File: config.mk
export PLATFORM = sky130hd
export DESIGN_NAME = keyed_row_column_permuter_top
export DESIGN_NICKNAME = d
export VERILOG_FILES = /design/src/hdl/kcp_pkg.sv /design/src/hdl/keyed_row_column_permuter_top.sv /design/src/hdl/kcp_front.sv /design/src/hdl/kcp_queue.sv /design/src/hdl/kcp_back.sv
export VERILOG_INCLUDE_DIRS = /design/src /design/src/hdl
export SDC_FILE = /design/constraint.sdc
export NUM_CORES = 1
export LEC_CHECK = 0
export ABC_AREA = 1
export BUFFER_PORTS_ARGS = -buffer_cell sky130_fd_sc_hd__buf_2
export CELL_PAD_IN_SITES_DETAIL_PLACEMENT = 0
export CELL_PAD_IN_SITES_GLOBAL_PLACEMENT = 2
export CORE_MARGIN = 2
export CORE_UTILIZATION = 44
export DETAILED_ROUTE_END_ITERATION = 10
export HOLD_SLACK_MARGIN = 0.02
export PLACE_DENSITY = 0.85
export SYNTH_ARGS = -nofsm -noshare
export SYNTH_HDL_FRONTEND = slang
export SYNTH_SLANG_ARGS = --single-unit
File: constraint.sdc
create_clock -name clock -period 7.4 [get_ports clock]
set_clock_uncertainty 0.15 [all_clocks]
set_input_delay 0.37 -clock clock [delete_from_list [all_inputs] [get_ports clock]]
set_output_delay 0.37 -clock clock [all_outputs]
set_load 0.02 [all_outputs]
File: src/hdl/assert_macros.svh
// Assertion helpers shared by the RTL.
`ifndef ASSERT_MACROS_SVH
`define ASSERT_MACROS_SVH

// Condition that must hold at every edge outside reset.
`define KCP_ASSERT_ALWAYS(label, clk, rst, expr, msg) \
   label: assert property (@(posedge clk) disable iff (rst) (expr)) else $error(msg);

// Condition in one cycle that forces another in the next.
`define KCP_ASSERT_NEXT(label, clk, rst, pre, post, msg) \
   label: assert property (@(posedge clk) disable iff (rst) (pre) |=> (post)) else $error(msg);

`endif

File: src/hdl/kcp_pkg.sv
`timescale 1ns / 1ps

package kcp_pkg;

   localparam int KEY_LEN     = 8;
   localparam int IDX_W       = $clog2(KEY_LEN);
   localparam int QUEUE_DEPTH = 2;
   localparam int QPTR_W      = (QUEUE_DEPTH > 1) ? $clog2(QUEUE_DEPTH) : 1;
   localparam int QCNT_W      = $clog2(QUEUE_DEPTH + 1);

   typedef logic [7:0] byte_type;

   // One finished row handed from the collector to the emitter.
   typedef struct packed {
      byte_type [KEY_LEN-1:0] bytes;
      logic [IDX_W-1:0]       last_idx;  // index of the final valid byte
      logic                   last;      // message ends with this row
      logic                   permute;   // full row: emit in key order
   } row_desc_type;

endpackage

File: src/hdl/keyed_row_column_permuter_top.sv
`timescale 1ns / 1ps
// A row ends when full or at end of message; it is written into the queue,
// loaded into the emitter's row registers, and each byte is registered out.
// Throughput: one byte per cycle in and out while full is low and pop is high;
// the two-row queue between collector and emitter absorbs result-side stalls.
// Reset (synchronous, active high): empties queue and output, clears fill count
// and key; no clearing pass, accepts bytes in the first cycle after reset.

module keyed_row_column_permuter_top (
   input  logic        clock,
   input  logic        reset,
   input  logic        push,
   output logic        full,
   input  logic [7:0]  req_char_in,
   input  logic        req_last_char,
   output logic        empty,
   input  logic        pop,
   output logic [7:0]  rsp_char_out,
   output logic        rsp_last_out,
   input  logic        csr_valid,
   output logic        csr_ready,
   input  logic [63:0] csr_key_bytes
);

   logic [63:0] key_ff;
   kcp_pkg::row_desc_type push_desc, head_desc;
   logic q_push, q_full, q_pop, q_empty;

   assign csr_ready = 1'b1;

   always_ff @(posedge clock) begin
      if (reset) begin
         key_ff <= '0;
      end else if (csr_valid) begin
         key_ff <= csr_key_bytes;
      end
   end

   kcp_front u_front (
      .clock         (clock),
      .reset         (reset),
      .push          (push),
      .full          (full),
      .req_char_in   (req_char_in),
      .req_last_char (req_last_char),
      .q_full        (q_full),
      .q_push        (q_push),
      .q_desc        (push_desc)
   );

   kcp_queue u_queue (
      .clock (clock),
      .reset (reset),
      .push  (q_push),
      .din   (push_desc),
      .full  (q_full),
      .pop   (q_pop),
      .dout  (head_desc),
      .empty (q_empty)
   );

   kcp_back u_back (
      .clock        (clock),
      .reset        (reset),
      .key_bytes    (key_ff),
      .q_desc       (head_desc),
      .q_empty      (q_empty),
      .q_pop        (q_pop),
      .empty        (empty),
      .pop          (pop),
      .rsp_char_out (rsp_char_out),
      .rsp_last_out (rsp_last_out)
   );

endmodule

File: src/hdl/kcp_front.sv
`timescale 1ns / 1ps

module kcp_front (
   input  logic                  clock,
   input  logic                  reset,
   input  logic                  push,
   output logic                  full,
   input  logic [7:0]            req_char_in,
   input  logic                  req_last_char,
   input  logic                  q_full,
   output logic                  q_push,
   output kcp_pkg::row_desc_type q_desc
);

   kcp_pkg::byte_type [kcp_pkg::KEY_LEN-1:0] row_ff, row_in;
   logic [kcp_pkg::IDX_W-1:0] fill_ff, fill_in;
   logic accept;
   logic row_full;
   logic row_done;

   assign full     = q_full;
   assign accept   = push && !q_full;
   assign row_full = (fill_ff == kcp_pkg::IDX_W'(kcp_pkg::KEY_LEN - 1));
   assign row_done = row_full || req_last_char;

   always_comb begin
      row_in          = row_ff;
      row_in[fill_ff] = req_char_in;
      fill_in         = fill_ff;
      if (accept) begin
         fill_in = row_done ? '0 : fill_ff + 1'b1;
      end
   end

   assign q_push           = accept && row_done;
   assign q_desc.bytes     = row_in;
   assign q_desc.last_idx  = fill_ff;
   assign q_desc.last      = req_last_char;
   assign q_desc.permute   = row_full;

   always_ff @(posedge clock) begin
      if (reset) begin
         fill_ff <= '0;
      end else begin
         fill_ff <= fill_in;
      end
      if (accept) begin
         row_ff <= row_in;
      end
   end

endmodule

File: src/hdl/kcp_queue.sv
`timescale 1ns / 1ps
`include "assert_macros.svh"

module kcp_queue (
   input  logic                  clock,
   input  logic                  reset,
   input  logic                  push,
   input  kcp_pkg::row_desc_type din,
   output logic                  full,
   input  logic                  pop,
   output kcp_pkg::row_desc_type dout,
   output logic                  empty
);

   kcp_pkg::row_desc_type mem_ff [kcp_pkg::QUEUE_DEPTH];
   logic [kcp_pkg::QPTR_W-1:0] wr_ptr_ff, wr_ptr_in;
   logic [kcp_pkg::QPTR_W-1:0] rd_ptr_ff, rd_ptr_in;
   logic [kcp_pkg::QCNT_W-1:0] count_ff, count_in;
   logic do_push;
   logic do_pop;

   function automatic logic [kcp_pkg::QPTR_W-1:0] next_ptr(
      input logic [kcp_pkg::QPTR_W-1:0] ptr);
      if (ptr == kcp_pkg::QPTR_W'(kcp_pkg::QUEUE_DEPTH - 1))
         return '0;
      return ptr + 1'b1;
   endfunction

   assign full    = (count_ff == kcp_pkg::QCNT_W'(kcp_pkg::QUEUE_DEPTH));
   assign empty   = (count_ff == '0);
   assign do_push = push && !full;
   assign do_pop  = pop && !empty;
   assign dout    = mem_ff[rd_ptr_ff];

   always_comb begin
      wr_ptr_in = do_push ? next_ptr(wr_ptr_ff) : wr_ptr_ff;
      rd_ptr_in = do_pop  ? next_ptr(rd_ptr_ff) : rd_ptr_ff;
      count_in  = count_ff;
      if (do_push && !do_pop) begin
         count_in = count_ff + 1'b1;
      end else if (do_pop && !do_push) begin
         count_in = count_ff - 1'b1;
      end
   end

   always_ff @(posedge clock) begin
      if (reset) begin
         wr_ptr_ff <= '0;
         rd_ptr_ff <= '0;
         count_ff  <= '0;
      end else begin
         wr_ptr_ff <= wr_ptr_in;
         rd_ptr_ff <= rd_ptr_in;
         count_ff  <= count_in;
      end
      if (do_push) begin
         mem_ff[wr_ptr_ff] <= din;
      end
   end

   `KCP_ASSERT_ALWAYS(a_no_push_when_full, clock, reset, !(push && full), "row pushed into full queue")
   `KCP_ASSERT_ALWAYS(a_no_pop_when_empty, clock, reset, !(pop && empty), "row popped from empty queue")
   `KCP_ASSERT_NEXT(a_count_tracks, clock, reset, do_push && !do_pop, !empty, "push left queue empty")

endmodule

File: src/hdl/kcp_back.sv
`timescale 1ns / 1ps
`include "assert_macros.svh"

module kcp_back (
   input  logic                  clock,
   input  logic                  reset,
   input  logic [63:0]           key_bytes,
   input  kcp_pkg::row_desc_type q_desc,
   input  logic                  q_empty,
   output logic                  q_pop,
   output logic                  empty,
   input  logic                  pop,
   output logic [7:0]            rsp_char_out,
   output logic                  rsp_last_out
);

   kcp_pkg::byte_type [kcp_pkg::KEY_LEN-1:0] row_ff;
   logic [kcp_pkg::KEY_LEN-1:0][kcp_pkg::IDX_W-1:0] map_ff, map_in;
   logic [kcp_pkg::KEY_LEN-1:0][kcp_pkg::IDX_W-1:0] rank;
   logic [kcp_pkg::KEY_LEN-1:0][kcp_pkg::IDX_W-1:0] key_map;
   logic [kcp_pkg::IDX_W-1:0] pos_ff, cnt_ff;
   logic busy_ff, last_ff;
   logic out_valid_ff;
   logic [7:0] out_char_ff;
   logic out_last_ff;
   logic emit, emit_last, load_en;

   // Stable ascending rank of each column: ties go to the lower column.
   always_comb begin
      logic [kcp_pkg::IDX_W:0] r;
      logic [7:0] ki, kd;
      for (int i = 0; i < kcp_pkg::KEY_LEN; i++) begin
         r  = '0;
         ki = key_bytes[8*i +: 8];
         for (int d = 0; d < kcp_pkg::KEY_LEN; d++) begin
            kd = key_bytes[8*d +: 8];
            if ((kd < ki) || ((kd == ki) && (d < i)))
               r = r + 1'b1;
         end
         rank[i] = r[kcp_pkg::IDX_W-1:0];
      end
   end

   // Invert ranks: output position p reads the column ranked p.
   always_comb begin
      key_map = '0;
      for (int p = 0; p < kcp_pkg::KEY_LEN; p++) begin
         for (int i = 0; i < kcp_pkg::KEY_LEN; i++) begin
            if (rank[i] == kcp_pkg::IDX_W'(p))
               key_map[p] = kcp_pkg::IDX_W'(i);
         end
      end
   end

   always_comb begin
      for (int p = 0; p < kcp_pkg::KEY_LEN; p++) begin
         map_in[p] = q_desc.permute ? key_map[p] : kcp_pkg::IDX_W'(p);
      end
   end

   assign emit      = busy_ff && (!out_valid_ff || pop);
   assign emit_last = emit && (pos_ff == cnt_ff);
   assign load_en   = !q_empty && (!busy_ff || emit_last);
   assign q_pop     = load_en;

   assign empty        = !out_valid_ff;
   assign rsp_char_out = out_char_ff;
   assign rsp_last_out = out_last_ff;

   always_ff @(posedge clock) begin
      if (reset) begin
         busy_ff      <= 1'b0;
         pos_ff       <= '0;
         out_valid_ff <= 1'b0;
      end else begin
         if (load_en) begin
            busy_ff <= 1'b1;
            pos_ff  <= '0;
         end else if (emit_last) begin
            busy_ff <= 1'b0;
         end else if (emit) begin
            pos_ff <= pos_ff + 1'b1;
         end
         if (emit) begin
            out_valid_ff <= 1'b1;
         end else if (pop) begin
            out_valid_ff <= 1'b0;
         end
      end
      if (load_en) begin
         row_ff  <= q_desc.bytes;
         map_ff  <= map_in;
         cnt_ff  <= q_desc.last_idx;
         last_ff <= q_desc.last;
      end
      if (emit) begin
         out_char_ff <= row_ff[map_ff[pos_ff]];
         out_last_ff <= last_ff && (pos_ff == cnt_ff);
      end
   end

   `KCP_ASSERT_ALWAYS(a_pos_in_row, clock, reset, !busy_ff || (pos_ff <= cnt_ff), "position beyond row")
   `KCP_ASSERT_NEXT(a_emit_fills_slot, clock, reset, emit, out_valid_ff, "emitted byte not held")
   `KCP_ASSERT_NEXT(a_mid_row_advance, clock, reset, emit && !emit_last, busy_ff && (pos_ff == $past(pos_ff) + 1'b1), "row walk skipped")

endmodule

* Yosys cells after proc, flatten, opt, wreduce, memory -nomap -nowiden
Memory sizes are Yosys's and may differ from the RTL's. A register that Yosys moved wholly into a read port is not among the register bits.
Index checks and enable logic that the tools add are counted.
** Word-level totals
- Register bits :: 241
- Bits in writable memories :: 138
- Bits of input ports :: 78
- Output and inout port bits :: 12
- Memories kept :: 1
** Operators by class
- Add/sub/neg operators :: 55
- Order comparisons :: 60
- Eq/ne operators :: 80
- Muxes and demuxes :: 135
- Bitwise gates (word level) :: 2
- Reduce and logical (&&, ||, !) cells :: 73
** Memory list
- u_queue.mem_ff :: words 2, bits a word 69, rd ports 1, clocked after memory_dff 1, wr ports 1, line kcp_queue.sv:15 : kcp_pkg::row_desc_type mem_ff [kcp_pkg::QUEUE_DEPTH];
** Operator list (count)
- 8-bit less-than comparator :: 56
- 8-bit equality test :: 28
- 3-bit two-way mux :: 71
- 3-bit by 1-bit adder with 3-bit output (second input constant) :: 44
- 3-bit equality test (second input constant) :: 29
- 64-bit bitwise mux :: 1
- 2-bit two-way mux :: 26
- 3-bit by 2-bit equality test with 1-bit output (second input constant) :: 14
- 1-bit two-way mux :: 32
- 1-bit logical OR :: 31
- 8-bit binary-select mux with 3-bit select :: 1
- 8-bit demux with 3-bit select :: 1
- 3-bit by 1-bit equality test with 1-bit output (second input constant) :: 7
- 3-bit zero test :: 7
- 5-bit OR reduction :: 4
- 8-bit two-way mux :: 2
- 1-bit by 1-bit adder with 2-bit output (second input constant) :: 7
- 3-bit by 4-bit less-than comparator with 1-bit output (second input constant) :: 3
- 3-bit OR reduction :: 4
- 1-bit logical AND :: 11
- 2-bit OR reduction :: 5
- 3-bit binary-select mux with 3-bit select :: 1
- 1-bit zero test :: 6
- 2-bit nonzero test :: 3
- other kinds (9) :: 11

* Longest topological paths before layout
- Word-level depth :: 25
- Gate-level depth with buffers :: 37
- Depth with buffers taken out :: 37

* Modules after synthesis
Synthesis repeated with hierarchy kept, for this count alone.
** Second synthesis, totals
- Cells, all modules :: 2580
- Area total of the unflattened synthesis :: 23427.5 um^2
** By module, submodules not included
- kcp_back :: instances 1, cells each 1678, area each 12690.9 um^2
- kcp_queue :: instances 1, cells each 252, area each 5263.8 um^2
- kcp_front :: instances 1, cells each 243, area each 2795.2 um^2
- keyed_row_column_permuter_top :: instances 1, cells each 407, area each 2677.6 um^2

* Worst setup path after synthesis
No wires, ideal clock.
- Kind :: register -> register
- Start point :: register key_ff[9]
- End point :: register u_back.map_ff[8] (netlist name) (data pin)
- Arrival :: 4.378 ns
- Data required time :: 6.982 ns
- Path slack :: 2.604 ns
- Stages on the path, launching flop included :: 32
- Path buffers :: 0
- Clock period less this slack :: 4.796 ns
- Path through :: dfxtp_1 -> inv_1 -> ha_1 -> inv_1 -> nor2_1 -> nor2_1 -> o21ai_0 -> nand2_1 -> nand2_1 -> inv_1 -> o31ai_1 -> inv_1 -> ha_1 -> nand3_1 -> nand2_2 -> ha_1 -> nand2_1 -> nand2_1 -> ha_1 -> or2_1 -> and2_1 -> ha_1 -> nand2_1 -> nand2_2 -> ha_1 -> or2_2 -> o21ai_4 -> inv_2 -> nand3_1 -> nand2_1 -> nor2_1 -> nor2_1
** On the way
- Cells in the longest elaborated chain, start to end :: 20
- Elaborated cells on any way between the ends :: 72
** Ends and longest elaborated chain
- start, declared :: line keyed_row_column_permuter_top.sv:25 : logic [63:0] key_ff;
- start signal, assigned :: line keyed_row_column_permuter_top.sv:35 : key_ff <= csr_key_bytes;
- 8-bit less-than comparator or 8-bit equality test (tied branches) :: line kcp_back.sv:37 : if ((kd < ki) || ((kd == ki) && (d < i)))
- 1-bit logical OR :: line kcp_back.sv:37
- 3-bit two-way mux :: line kcp_back.sv:37
- 3-bit by 1-bit adder with 3-bit output :: line kcp_back.sv:38 : r = r + 1'b1;
- 3-bit two-way mux :: line kcp_back.sv:37
- 3-bit by 1-bit adder with 3-bit output :: line kcp_back.sv:38
- 3-bit two-way mux :: line kcp_back.sv:37
- 3-bit by 1-bit adder with 3-bit output :: line kcp_back.sv:38
- [... 2 more ...]
- 3-bit two-way mux :: line kcp_back.sv:37
- 3-bit by 1-bit adder with 3-bit output :: line kcp_back.sv:38
- 3-bit two-way mux :: line kcp_back.sv:37
- 3-bit by 1-bit adder with 3-bit output :: line kcp_back.sv:38
- 3-bit two-way mux :: line kcp_back.sv:37
- 3-bit by 2-bit equality test with 1-bit output :: line kcp_back.sv:49 : if (rank[i] == kcp_pkg::IDX_W'(p))
- 3-bit two-way mux (3 in series) :: line kcp_back.sv:49
- 3-bit two-way mux * :: line kcp_back.sv:49
- end signal, assigned :: line kcp_back.sv:92 : map_ff <= map_in;
- end, declared :: line kcp_back.sv:18 : logic [kcp_pkg::KEY_LEN-1:0][kcp_pkg::IDX_W-1:0] map_ff, map_in;
Mark *: on every way between the ends. The rest lies on a longest branch, timed or not.
A chain may end at the register's enable or synchronous reset.

* Worst setup path in the final report
- Start point :: register key_ff[13]
- End point :: register u_back.map_ff[22] (netlist name) (data pin)
** On the way
- Cells in the longest elaborated chain, start to end :: 20
- Elaborated cells on any way between the ends :: 107
** Ends and longest elaborated chain (line)
- 8-bit less-than comparator or 8-bit equality test (tied branches) :: kcp_back.sv:37
- 1-bit logical OR :: kcp_back.sv:37
- 3-bit two-way mux :: kcp_back.sv:37
- 3-bit by 1-bit adder with 3-bit output :: kcp_back.sv:38
- 3-bit two-way mux :: kcp_back.sv:37
- 3-bit by 1-bit adder with 3-bit output :: kcp_back.sv:38
- 3-bit two-way mux :: kcp_back.sv:37
- 3-bit by 1-bit adder with 3-bit output :: kcp_back.sv:38
- 3-bit two-way mux :: kcp_back.sv:37
- 3-bit by 1-bit adder with 3-bit output :: kcp_back.sv:38
- 3-bit two-way mux :: kcp_back.sv:37
- 3-bit by 1-bit adder with 3-bit output :: kcp_back.sv:38
- 3-bit two-way mux :: kcp_back.sv:37
- 3-bit by 1-bit adder with 3-bit output :: kcp_back.sv:38
- 3-bit two-way mux :: kcp_back.sv:37
- 3-bit equality test :: kcp_back.sv:49
- 2-bit two-way mux (4 in series) :: kcp_back.sv:49
Parallel ways exist; a longest one is shown, timed or not.

==> results.md <==
- Run status: finished, final reports clean
- Area grow syn2layout: 13.9%
- CP most frequent cell: nand2_1
- Fin. max-slew vios: 0
- Primary FF master, synth: edfxtp_1
- DR pass1 iterations: 5
- RSZ-0062 raised after global routing: no
- R2r worst-path depth: 32
- Syn Area/Cell: 9.39 um^2
- Leakage power total: 11.3 nW
- Number of fillers in the final layout: 4741
- Seq/Total Area, Yosys: 0.470
- Max_cap viols: 0
- Share of layout cells above drive strength 1: 0.143
- Post-synthesis cell type count: 55
- CTS tree: built
- Clock Tree Root: clkbuf_16
- H-tree Lvls: 2
- Total track usage: 0.237
- Hold Vio Cnt, Final: 0
- Slowest Stage Delay on Critical Path: 0.50 ns
- Buffers added on ports: 88
- Vias in the first global route: 16900
- Total wire length: 62.6 mm
- Skew-Pair Late Insertion Delay: between 0.5 and 0.6 ns
- Area leader, netlist: edfxtp_1
- Worst setup EP type: register
- Core ar.: 0.0511 mm^2
- Final setup TNS: 0 ns
- VDD IR-drop max: 275 uV
- CP Launch Type: register
- Critical path type: reg -> reg
- Dominant cells by area after synthesis: edfxtp_1 40%, ha_1 15%, nand2_1 7.9%, dfxtp_1 6.8%, o21ai_0 4.2%
- Max Buffers Root-to-Sink: 3
- Final min period: between 6 and 7 ns
- DR iter-0 viols: about 1300
- Reg clk slew, reported paths: ~0.060 ns
- Grt total ovfl: 0
- Post-DRT Antenna Nets: 0
- Inserted Clock Buffers: 42
- Period utilization: 0.814
- #FFs+latches synth: 380
- Num ports: 90
- Flip-flop and latch area: 0.0106 mm^2
- Layout Nets: 2914
- Clock Sinks: between 300 and 400
- Die width: roughly 230 um
- Actual slew at the worst max-slew pin: 1.09 ns
- Critical Path RT: 7.58 ns
- Crit path max fanout: 8
- Final setup viols: 0
- Dpl ws: 1.42 ns
- Die footprint: 0.0533 mm^2
- Final hold slack: 0.0327 ns
- Max Clk Rate: between 0.15 and 0.2 GHz
- Share of the synthesized area in the top cell type: 0.402
- Post-CTS sizing: 0
- PnR worst setup slack: 1.38 ns
- Initial Util: 0.443
- Worst min path class: in -> reg
- Slew headroom: 0.273
- Syn_nets: 2762
- Post-CTS Setup Bufs: 0
- Via count: 17521
- Post-detail-place hpwl: 45.2 mm
- DRC Markers: 0
- Worst path slowest cell: a211oi_1
- Post-synth EDFFs: 303
- Ys async rst share: 0
- Synth warn: 0
- Pin count of the biggest net entering global routing: 121
- Data arrival time of the worst path: approximately 6.2 ns
- Synth Instances: approximately 2400
- Initial antenna violation count: 1
- Row cnt: 83
- Min-Delay Path Depth: 3
- Netlist Area Pre-Place: 0.0227 mm^2
- First-pass GRT wire length: about 96 mm
- Area of the multi-input gates: 0.0109 mm^2
- Die height: 231 um
- Routed length per placed instance: 19.1 um
- Placer Congestion: 0.903
- P per Cell Area: ~370 mW/mm^2
- Top cells by count, synth: 476 x nand2_1, 303 x edfxtp_1, 270 x ha_1
- Vias per std cell: between 5 and 6
- Cell with the most instances after synthesis: nand2_1
## cell usage in the layout (no fill, tap or decap), types with 5 or more instances in the layout
cell | synthesis | layout
nand2_1 | 476 | 476
edfxtp_1 | 303 | 303
ha_1 | 270 | 270
inv_1 | 212 | 208
o21ai_0 | 188 | 188
nor2_1 | 188 | 186
nand3_1 | 171 | 171
a21oi_1 | 150 | 150
buf_2 | 4 | 88
dfxtp_1 | 77 | 76
mux2_2 | 68 | 68
nand2_2 | 58 | 58
dlygate4sd3_1 | 0 | 57
clkbuf_16 | 0 | 42
inv_2 | 24 | 26
nand4_1 | 20 | 20
nand3_2 | 13 | 13
buf_4 | 2 | 13
a211oi_1 | 12 | 12
or2_2 | 12 | 12
a31oi_1 | 11 | 11
clkinv_1 | 2 | 10
o21ai_1 | 8 | 8
o22ai_1 | 8 | 8
clkinv_2 | 0 | 7
clkbuf_1 | 43 | 7
xnor2_1 | 6 | 6
a32oi_1 | 6 | 6
o21a_1 | 6 | 6
xor2_1 | 6 | 6
nor2_4 | 3 | 5
bufinv_16 | 0 | 5
## cell families (layout without fill, tap and decap cells)
group | Yosys count | count (layout) | share of synthesized area
simple gates | 971 | 971 | 0.191
compound gates | 422 | 422 | 0.103
flops | 380 | 380 | 0.470
buf+inv | 290 | 472 | 0.0488
fa+ha+maj | 270 | 270 | 0.149
mux | 68 | 68 | 0.0338
xor+xnor | 12 | 12 | 0.00464
other cells | 1 | 2 | 0.000166
## registers in the layout, indices dropped and copies added (netlist names), 3 cells and up, named ones only
signal / flops
u_back.rsp_char_out: 8
u_back.cnt_ff: 3
u_back.map_ff: 24
u_front.row_ff: 64
u_front.fill_ff: 3
u_back.pos_ff: 3
u_queue.mem_ff: 138
u_back.row_ff: 64
key_ff: 64
## metal layers
| layer | global-route usage | routed length, um | vias up | share of wire |
|---|---|---|---|---|
| li1 | - | - | 8718 | - |
| met5 | 0 | 0 | - | 0 |
| met2 | 0.364 | 27400 | 345 | 0.44 |
| met4 | 0.0615 | 1500 | 0 | 0.024 |
| met1 | 0.341 | 30400 | 8363 | 0.49 |
| met3 | 0.0457 | 3280 | 95 | 0.052 |
## what timing repair did
item,CTS,global route
hold buffers,57,0
setup endpoints to repair,0,0
hold endpoints to repair,62,0
## report_power, final
group | internal (mW) | switching [mW]
clock network | 1.22 | 0.875
registers | 3.11 | 0.233
logic | 1.40 | 2.83
total | 5.73 | 3.93
## per-stage QoR
stage | utilization | instances | total power [mW] | instance area (um^2)
after floorplan | - | 2414 | 6.39 | 22700
after global placement | 0.467 | 3145 | 7.52 | 23900
after detailed placement | 0.467 | 3145 | 7.61 | 23900
after CTS | 0.505 | 3276 | 9.74 | 25800
after global routing | 0.505 | 3276 | 10.4 | 25800
final | 0.505 | 3277 | 9.67 | 25800
## area by class of cell
class                   instances  share of cell area
inverters                     240              0.0352
well taps                     680              0.0330
multi-input cells            1744               0.423
flip-flops and latches        380               0.412
clock inverters                25              0.0111
diodes                          1           0.0000970
clock buffers                  49              0.0417
repair buffers                158              0.0430
## final timing paths
path / slack [ns] / startpoint / to
hold reg to reg: 0.31 / u_queue.rd_ptr_ff / register
setup / recovery: 1.38 / key_ff[13] / u_back.map_ff[22]
setup reg to reg: 1.38 / key_ff[13] / u_back.map_ff[22]
hold / removal: 0.03 / csr_key_bytes[45] / key_ff[45]
## critical path, delay by kind of cell (launching register included)
family | cells | cell delay [ns]
flops | 1 | 0.29
compound gates | 3 | 0.78
simple gates | 19 | 2.23
fa+ha+maj | 6 | 1.56
buf+inv | 4 | 0.74
(Power assumes the default switching activity.)
